**config.mk**
```make
export PLATFORM = sky130hd
export DESIGN_NAME = ordered_list_engine_core
export DESIGN_NICKNAME = d
export VERILOG_FILES = /design/src/hdl/olist_pkg.sv /design/src/hdl/olist_cell.sv /design/src/hdl/ordered_list_engine_core.sv
export SDC_FILE = /design/constraint.sdc
export NUM_CORES = 2
export LEC_CHECK = 0
export BUFFER_PORTS_ARGS = -buffer_cell sky130_fd_sc_hd__buf_2
export CAP_MARGIN = 25
export CORE_MARGIN = 3
export CORE_UTILIZATION = 25
export DETAILED_ROUTE_END_ITERATION = 8
export PLACE_DENSITY = 0.36
export SLEW_MARGIN = 20
export SYNTH_ARGS = -nofsm -noshare
export SYNTH_HDL_FRONTEND = slang
export SYNTH_HIERARCHICAL = 1
export SYNTH_SLANG_ARGS = --single-unit
export TNS_END_PERCENT = 10
```
**constraint.sdc**
```tcl
create_clock -name clk -period 21.4 [get_ports clk]
set_input_delay 3.21 -clock clk [delete_from_list [all_inputs] [get_ports clk]]
set_output_delay 3.21 -clock clk [all_outputs]
set_load 0.02 [all_outputs]
```
**src/hdl/olist_pkg.sv**
```systemverilog
// Shared types, codes and constants for the ordered list engine.
// Used by olist_cell and ordered_list_engine_core; depends on nothing else.
`default_nettype none

package olist_pkg;

    localparam int CAPACITY_DEF = 32;
    localparam int DATA_W       = 32;
    localparam int LENGTH_W     = 6;

    localparam logic [2:0] FN_INS_FRONT = 3'd0;
    localparam logic [2:0] FN_INS_BACK  = 3'd1;
    localparam logic [2:0] FN_INS_AFTER = 3'd2;
    localparam logic [2:0] FN_DEL_FRONT = 3'd3;
    localparam logic [2:0] FN_DEL_BACK  = 3'd4;
    localparam logic [2:0] FN_DEL_VALUE = 3'd5;
    localparam logic [2:0] FN_DUMP      = 3'd6;
    localparam logic [2:0] FN_CLEAR     = 3'd7;

    localparam logic [1:0] STAT_OK       = 2'd0;
    localparam logic [1:0] STAT_EMPTY    = 2'd1;
    localparam logic [1:0] STAT_NOTFOUND = 2'd2;
    localparam logic [1:0] STAT_FULL     = 2'd3;

    localparam logic [1:0] OP_HOLD   = 2'd0;
    localparam logic [1:0] OP_INSERT = 2'd1;
    localparam logic [1:0] OP_REMOVE = 2'd2;
    localparam logic [1:0] OP_ROTATE = 2'd3;

    localparam logic [1:0] GE_ALL       = 2'd0;
    localparam logic [1:0] GE_AT_LEN    = 2'd1;
    localparam logic [1:0] GE_AFTER_HIT = 2'd2;
    localparam logic [1:0] GE_AT_HIT    = 2'd3;

    typedef struct packed {
        logic        [2:0]        func;
        logic signed [DATA_W-1:0] value;
        logic signed [DATA_W-1:0] target;
    } olist_cmd_t;

    typedef struct packed {
        logic        [1:0]          status;
        logic signed [DATA_W-1:0]   element;
        logic                       element_valid;
        logic        [LENGTH_W-1:0] length;
        logic                       last;
    } olist_rsp_t;

    typedef struct packed {
        logic [1:0]        op;
        logic [1:0]        ge_mode;
        logic              cmp;
        logic [DATA_W-1:0] key;
        logic [DATA_W-1:0] new_value;
    } olist_cell_ctrl_t;

endpackage

`default_nettype wire

```
**src/hdl/olist_cell.sv**
```systemverilog
// One list cell: holds one element, compares it against a key and shifts
// toward either neighbor. Depends on olist_pkg.
`default_nettype none

module olist_cell #(
    parameter int INDEX = 0,
    parameter int LEN_W = 6
) (
    input  wire                              clk,
    input  wire                              rst_n,
    input  olist_pkg::olist_cell_ctrl_t      ctrl,
    input  wire [LEN_W-1:0]                  len,
    input  wire [olist_pkg::DATA_W-1:0]      left_value,
    input  wire [olist_pkg::DATA_W-1:0]      right_value,
    input  wire [olist_pkg::DATA_W-1:0]      wrap_value,
    input  wire                              ge_prev,
    input  wire                              seen_in,
    output logic [olist_pkg::DATA_W-1:0]     value,
    output logic                             ge,
    output logic                             seen_out
);
    import olist_pkg::*;

    logic [DATA_W-1:0] value_reg;
    logic [DATA_W-1:0] value_next;
    logic              hit_reg;
    logic              hit_next;
    logic              in_list;
    logic              is_tail;
    logic              is_pos;

    assign in_list  = LEN_W'(INDEX) < len;
    assign is_tail  = LEN_W'(INDEX) == (len - LEN_W'(1));
    assign hit_next = in_list && (value_reg == ctrl.key);
    assign seen_out = seen_in | hit_reg;
    assign is_pos   = ge & ~ge_prev;
    assign value    = value_reg;

    always_comb
    begin
        case (ctrl.ge_mode)
            GE_ALL:       ge = 1'b1;
            GE_AT_LEN:    ge = ~in_list;
            GE_AFTER_HIT: ge = seen_in;
            GE_AT_HIT:    ge = seen_in | hit_reg;
            default:      ge = 1'b0;
        endcase
    end

    always_comb
    begin
        case (ctrl.op)
            OP_INSERT:
            begin
                if (is_pos)
                    value_next = ctrl.new_value;
                else if (ge)
                    value_next = left_value;
                else
                    value_next = value_reg;
            end
            OP_REMOVE:  value_next = ge ? right_value : value_reg;
            OP_ROTATE:
            begin
                if (is_tail)
                    value_next = wrap_value;
                else if (in_list)
                    value_next = right_value;
                else
                    value_next = value_reg;
            end
            default:    value_next = value_reg;
        endcase
    end

    always_ff @(posedge clk)
    begin
        value_reg <= value_next;
    end

    always_ff @(posedge clk or negedge rst_n)
    begin
        if (!rst_n)
            hit_reg <= 1'b0;
        else if (ctrl.cmp)
            hit_reg <= hit_next;
    end

endmodule

`default_nettype wire

```
**src/hdl/ordered_list_engine_core.sv**
```systemverilog
// Top level of the ordered list engine: command sequencer, result register
// and the chain of olist_cell instances. Depends on olist_pkg and olist_cell.
//
//  Channel | Direction | Handshake            | Payload
//  cmd     | in        | cmd_valid/cmd_ready  | olist_cmd_t (func, value, target)
//  rsp     | out       | rsp_valid/rsp_ready  | olist_rsp_t (status .. last)
//
// Inserts, front/back deletes and clear go from S_IDLE to S_EXEC; insert after and
// delete value pass through S_CMP first, for the parallel compare in every cell.
// A non-empty dump returns its elements one by one in S_DUMP, set by the rotation
// of the chain that brings each element to cell 0. After reset the list is empty.
// A stalled result register holds the sequencer until it is taken.
`default_nettype none

module ordered_list_engine_core #(
    parameter int CAPACITY = olist_pkg::CAPACITY_DEF
) (
    input  wire                    clk,
    input  wire                    rst_n,
    input  wire                    cmd_valid,
    output logic                   cmd_ready,
    input  olist_pkg::olist_cmd_t  cmd,
    output logic                   rsp_valid,
    input  wire                    rsp_ready,
    output olist_pkg::olist_rsp_t  rsp
);
    import olist_pkg::*;

    localparam int LW = $clog2(CAPACITY + 1);

    localparam logic [1:0] S_IDLE = 2'd0;
    localparam logic [1:0] S_CMP  = 2'd1;
    localparam logic [1:0] S_EXEC = 2'd2;
    localparam logic [1:0] S_DUMP = 2'd3;

    logic [1:0]       state_reg;
    logic [1:0]       state_next;
    olist_cmd_t       cmd_reg;
    logic [LW-1:0]    len_reg;
    logic [LW-1:0]    len_next;
    logic [LW-1:0]    cnt_reg;
    logic [LW-1:0]    cnt_next;
    logic             rsp_valid_reg;
    logic             rsp_valid_next;
    olist_rsp_t       rsp_reg;
    olist_rsp_t       rsp_next;
    olist_cell_ctrl_t ctrl;

    logic [DATA_W-1:0] cell_value [CAPACITY];
    logic              cell_ge    [CAPACITY];
    logic              cell_seen  [CAPACITY];

    logic          out_free;
    logic          full;
    logic          empty;
    logic          found;
    logic          dump_last;
    logic [1:0]    status;
    logic [LW-1:0] len_after;

    assign cmd_ready = (state_reg == S_IDLE);
    assign rsp_valid = rsp_valid_reg;
    assign rsp       = rsp_reg;
    assign out_free  = !rsp_valid_reg || rsp_ready;
    assign full      = (len_reg == LW'(CAPACITY));
    assign empty     = (len_reg == '0);
    assign found     = cell_seen[CAPACITY-1];
    assign dump_last = (cnt_reg == (len_reg - LW'(1)));

    genvar g;
    generate
        for (g = 0; g < CAPACITY; g++)
        begin : g_cell
            logic [DATA_W-1:0] left_value;
            logic [DATA_W-1:0] right_value;
            logic              ge_prev;
            logic              seen_in;

            if (g == 0)
            begin : g_head
                assign left_value = '0;
                assign ge_prev    = 1'b0;
                assign seen_in    = 1'b0;
            end
            else
            begin : g_body
                assign left_value = cell_value[g-1];
                assign ge_prev    = cell_ge[g-1];
                assign seen_in    = cell_seen[g-1];
            end

            if (g == CAPACITY - 1)
            begin : g_tail
                assign right_value = cell_value[g];
            end
            else
            begin : g_mid
                assign right_value = cell_value[g+1];
            end

            olist_cell #(
                .INDEX (g),
                .LEN_W (LW)
            ) u_cell (
                .clk         (clk),
                .rst_n       (rst_n),
                .ctrl        (ctrl),
                .len         (len_reg),
                .left_value  (left_value),
                .right_value (right_value),
                .wrap_value  (cell_value[0]),
                .ge_prev     (ge_prev),
                .seen_in     (seen_in),
                .value       (cell_value[g]),
                .ge          (cell_ge[g]),
                .seen_out    (cell_seen[g])
            );
        end
    endgenerate

    always_comb
    begin
        status    = STAT_OK;
        len_after = len_reg;
        ctrl      = '{op: OP_HOLD, ge_mode: GE_ALL, cmp: 1'b0,
                      key: cmd_reg.value, new_value: cmd_reg.value};

        case (cmd_reg.func)
            FN_INS_FRONT, FN_INS_BACK:
            begin
                if (full)
                    status = STAT_FULL;
                else
                begin
                    ctrl.op      = OP_INSERT;
                    ctrl.ge_mode = (cmd_reg.func == FN_INS_FRONT) ? GE_ALL : GE_AT_LEN;
                    len_after    = len_reg + LW'(1);
                end
            end
            FN_INS_AFTER:
            begin
                if (empty)
                    status = STAT_EMPTY;
                else if (!found)
                    status = STAT_NOTFOUND;
                else if (full)
                    status = STAT_FULL;
                else
                begin
                    ctrl.op      = OP_INSERT;
                    ctrl.ge_mode = GE_AFTER_HIT;
                    len_after    = len_reg + LW'(1);
                end
            end
            FN_DEL_FRONT:
            begin
                if (empty)
                    status = STAT_EMPTY;
                else
                begin
                    ctrl.op   = OP_REMOVE;
                    len_after = len_reg - LW'(1);
                end
            end
            FN_DEL_BACK:
            begin
                if (empty)
                    status = STAT_EMPTY;
                else
                    len_after = len_reg - LW'(1);
            end
            FN_DEL_VALUE:
            begin
                if (empty)
                    status = STAT_EMPTY;
                else if (!found)
                    status = STAT_NOTFOUND;
                else
                begin
                    ctrl.op      = OP_REMOVE;
                    ctrl.ge_mode = GE_AT_HIT;
                    len_after    = len_reg - LW'(1);
                end
            end
            FN_DUMP:
            begin
                if (empty)
                    status = STAT_EMPTY;
            end
            default:
            begin
                len_after = '0;
            end
        endcase

        if (state_reg == S_CMP)
        begin
            ctrl      = '{op: OP_HOLD, ge_mode: GE_ALL, cmp: 1'b1,
                          key: (cmd_reg.func == FN_INS_AFTER) ? cmd_reg.target
                                                              : cmd_reg.value,
                          new_value: cmd_reg.value};
        end
        else if (state_reg == S_DUMP)
        begin
            ctrl.op = out_free ? OP_ROTATE : OP_HOLD;
        end
        else if (state_reg != S_EXEC || !out_free)
        begin
            ctrl.op = OP_HOLD;
        end
    end

    always_comb
    begin
        state_next     = state_reg;
        len_next       = len_reg;
        cnt_next       = cnt_reg;
        rsp_valid_next = rsp_valid_reg && !rsp_ready;
        rsp_next       = rsp_reg;

        case (state_reg)
            S_IDLE:
            begin
                if (cmd_valid)
                begin
                    if (cmd.func == FN_INS_AFTER || cmd.func == FN_DEL_VALUE)
                        state_next = S_CMP;
                    else
                        state_next = S_EXEC;
                end
            end
            S_CMP:
            begin
                state_next = S_EXEC;
            end
            S_EXEC:
            begin
                if (cmd_reg.func == FN_DUMP && !empty)
                begin
                    cnt_next   = '0;
                    state_next = S_DUMP;
                end
                else if (out_free)
                begin
                    len_next       = len_after;
                    rsp_valid_next = 1'b1;
                    rsp_next       = '{status: status, element: '0, element_valid: 1'b0,
                                       length: LENGTH_W'(len_after), last: 1'b1};
                    state_next     = S_IDLE;
                end
            end
            S_DUMP:
            begin
                if (out_free)
                begin
                    rsp_valid_next = 1'b1;
                    rsp_next       = '{status: STAT_OK, element: cell_value[0],
                                       element_valid: 1'b1,
                                       length: LENGTH_W'(len_reg), last: dump_last};
                    cnt_next       = cnt_reg + LW'(1);
                    if (dump_last)
                        state_next = S_IDLE;
                end
            end
            default:
            begin
                state_next = S_IDLE;
            end
        endcase
    end

    always_ff @(posedge clk or negedge rst_n)
    begin
        if (!rst_n)
        begin
            state_reg     <= S_IDLE;
            len_reg       <= '0;
            cnt_reg       <= '0;
            rsp_valid_reg <= 1'b0;
        end
        else
        begin
            state_reg     <= state_next;
            len_reg       <= len_next;
            cnt_reg       <= cnt_next;
            rsp_valid_reg <= rsp_valid_next;
        end
    end

    always_ff @(posedge clk)
    begin
        rsp_reg <= rsp_next;
        if (cmd_valid && cmd_ready)
            cmd_reg <= cmd;
    end

endmodule

`default_nettype wire

```
==> flow_summary.toml <==
[outcome]
outcome = "finished, final reports clean"

[yosys]
synth_cell_types = 138
synth_ff_type = "edfxtp_1"
netlist.area_leader.share = 0.368
ys_top_cells_by_count = "1508 x nand2_1, 1133 x edfxtp_1, 799 x nand3_1"
ys_ff_latch = 1180
avgSynthCellArea_um2 = 9.72
synthTopCellsByArea = "edfxtp_1 37%, nand2_1 6.1%, a221o_1 5.9%, xor2_1 5.9%, mux2i_1 4.9%"
synth.largest_area_cell = "edfxtp_1"
synthesis.area_um2 = 92400
yosysWarningCount = 6
netlist_instances = 9506
synth_enable_flop_cells = 1133
synth.yosys.seq_area_share = 0.381
synthArstFlopShare = 0.0398
yosysMostFrequentCell = "nand2_1"

[floorplanning]
num_rows = 222
fp.coreArea_um2 = 367000
die_area_um2 = 377000
io_pins = 115
fp.dieH_um = 614
initial_utilization = 0.252
die_width_um = 614

[worst_setup_path]
reg2reg_depth = 45
rr_endpoint = "g_cell[30].u_cell/value[17]"
cp.required_ns = 22.09
path_common_cell = "or2_2"
r2r_start = "g_cell[0].u_cell/hit_reg"
cpPeakStageDelay_ns = 0.79
crit_type = "register to register"
critPathTopFamily = "simple AND/OR/NAND/NOR gates"
r2r_slack_ns = 7.65
arrival_ns = 14.44
critPathLaunchType = "register"
end_kind = "register"
slowest_stage = "nor2_4"
path_buf_inv = 6
crit_path_max_fanout = 46

[grt]
grt_pass1_wl_mm = 783
grt_max_degree = 69
overflow = 0
grt_pass1_vias = 83800
grt_usage = 0.301
antenna_found_initial = 53

[final_layout]
drive_gt1_frac = 0.141
fin_nets = 9584
utilization = 0.283
multiInputGateArea_um2 = 53000
largest_reg_flops = 1024
final_cells = 14500
area_growth_pct = 12.4
register_area_um2 = 35200
fillerInstances = 38400

[clock_tree]
cts.sinks = 1180
clk_pin_slew_ns = 0.06
ctsResizeCount = 0
clockRootBuffer = "clkbuf_16"
postCtsSetupRepairBufs = 0
cts_hold_buf = 0
cts_made_buffers = 163
cts_tree = "yes"
cts_buffer_depth = 4
clkLatencyLatePin_ns = 0.91
cts_max_level = 4

[timing]
worstMarginPinSlew_ns = 1.22
rsz0062_at_grt = "false"
max_freq_mhz = 72.7
fin_crit_ns = 13.75
tns_ns = 0
setup_viol_count_final = 0
hold_viol = 0
finClkSkew_ns = 0.0758
slew_headroom = 0.184
fin_crit_sh = 0.643
report.final.slew_viol_count = 0
postLayoutSetupSlackWorst_ns = 7.65

[drt]
avgRoutedWirePerCell_um = 40.9
vias = 90900
drtIter0Drc = 13900
ant_nets = 0
wl_met2_mm = 260
maxUsedRoutingLayer = "met5"
vias_per_cell = 6.27
wl_met3_mm = 57.6
m1WireLength_mm = 235
wl_mm = 593
drc = 0
firstDrtPassIters = 9

[power]
leakage_nw = 35.9
irDropWorstVdd_v = 0.0000794
powerDensity_nw_per_um2 = 176
finalPower_mw = 18.2

[placement]
dp_hpwl_mm = 384
place_ws_ns = 7.81
place.gp.congestion = 0.898
place_inst = 14200
port_buffers = 114

[job]
cap_violations = 0

[min_path]
hp-class = "register to register"
hold_start = "g_cell[25].u_cell/hit_reg"
whs_path_depth = 2
hold_path_end = "g_cell[25].u_cell/hit_reg"
-- power breakdown --
group / total, mW / switching [mW] / internal (mW)
sequential: 7.16 / 2.57 / 4.59
combinational: 8.33 / 5.40 / 2.93
clock: 2.75 / 1.24 / 1.51
-- worst register-to-register path, delay by kind of cell, from the launching register on --
kind,cells,cell delay [ns]
and+or+nand+nor,35,10.48
buffers and inverters,6,1.53
AOI/OAI and AO/OA,3,0.56
adders and majority gates,1,0.56
DFF,1,0.39
-- worst max path at each step --
stage	from	to	slack (ns)	cells after the start
after floorplan	g_cell[0].u_cell/hit_reg	g_cell[24].u_cell/value[0]	4.73	42
after global placement	g_cell[0].u_cell/hit_reg	g_cell[1].u_cell/value[5]	7.46	44
after detailed placement	g_cell[0].u_cell/hit_reg	g_cell[30].u_cell/value[6]	7.81	45
after CTS	g_cell[0].u_cell/hit_reg	g_cell[30].u_cell/value[6]	7.77	45
after global routing	g_cell[0].u_cell/hit_reg	g_cell[30].u_cell/value[8]	7.28	45
final	g_cell[0].u_cell/hit_reg	g_cell[30].u_cell/value[17]	7.65	45
-- layout by cell type, fill, tap and decap left out, types with 166 or more instances in the layout --
cell type	count
a221o_1	547
buf_4	360
clkbuf_16	166
edfxtp_1	1133
inv_1	256
mux2i_1	450
nand2_1	1506
nand3_1	797
nand4_1	461
o211ai_1	357
xnor2_1	387
xor2_1	625
-- cell type report --
class / count / area share
Inverter: 260 / 0.00943
Clock inverter: 72 / 0.00494
Tap cell: 4928 / 0.0593
Timing Repair Buffer: 487 / 0.0341
Antenna cell: 18 / 0.000434
Sequential cell: 1180 / 0.339
Clock buffer: 221 / 0.0428
Multi-Input combinational cell: 7322 / 0.510
-- cell families (layout without fill, tap and decap cells) --
family,Yosys count,in the layout,share of synthesized area
flip-flops,1180,1180,0.381
adder cells (fa/ha/maj),99,99,0.0134
XOR/XNOR,1012,1012,0.0959
AND/OR/NAND/NOR,3534,3534,0.190
multiplexers,708,708,0.0826
buffers and inverters,1039,1040,0.0545
AO/OA/AOI/OAI,1933,1933,0.183
other,1,54,0.0000406
-- routing by layer --
metal	vias up	global-route usage
li1	36500	-
met1	46600	0.384
met2	6254	0.464
met3	1581	0.0699
met4	32	0.172
met5	-	0
-- per-stage QoR --
step,cell area (um2),hold slack [ns]
finish,104000,0.520
floorplan,92600,0.465
detailed placement,98800,0.493
global placement,98700,0.505
CTS,104000,0.514
global route,104000,0.542
Power figures use the tool's default switching activity.
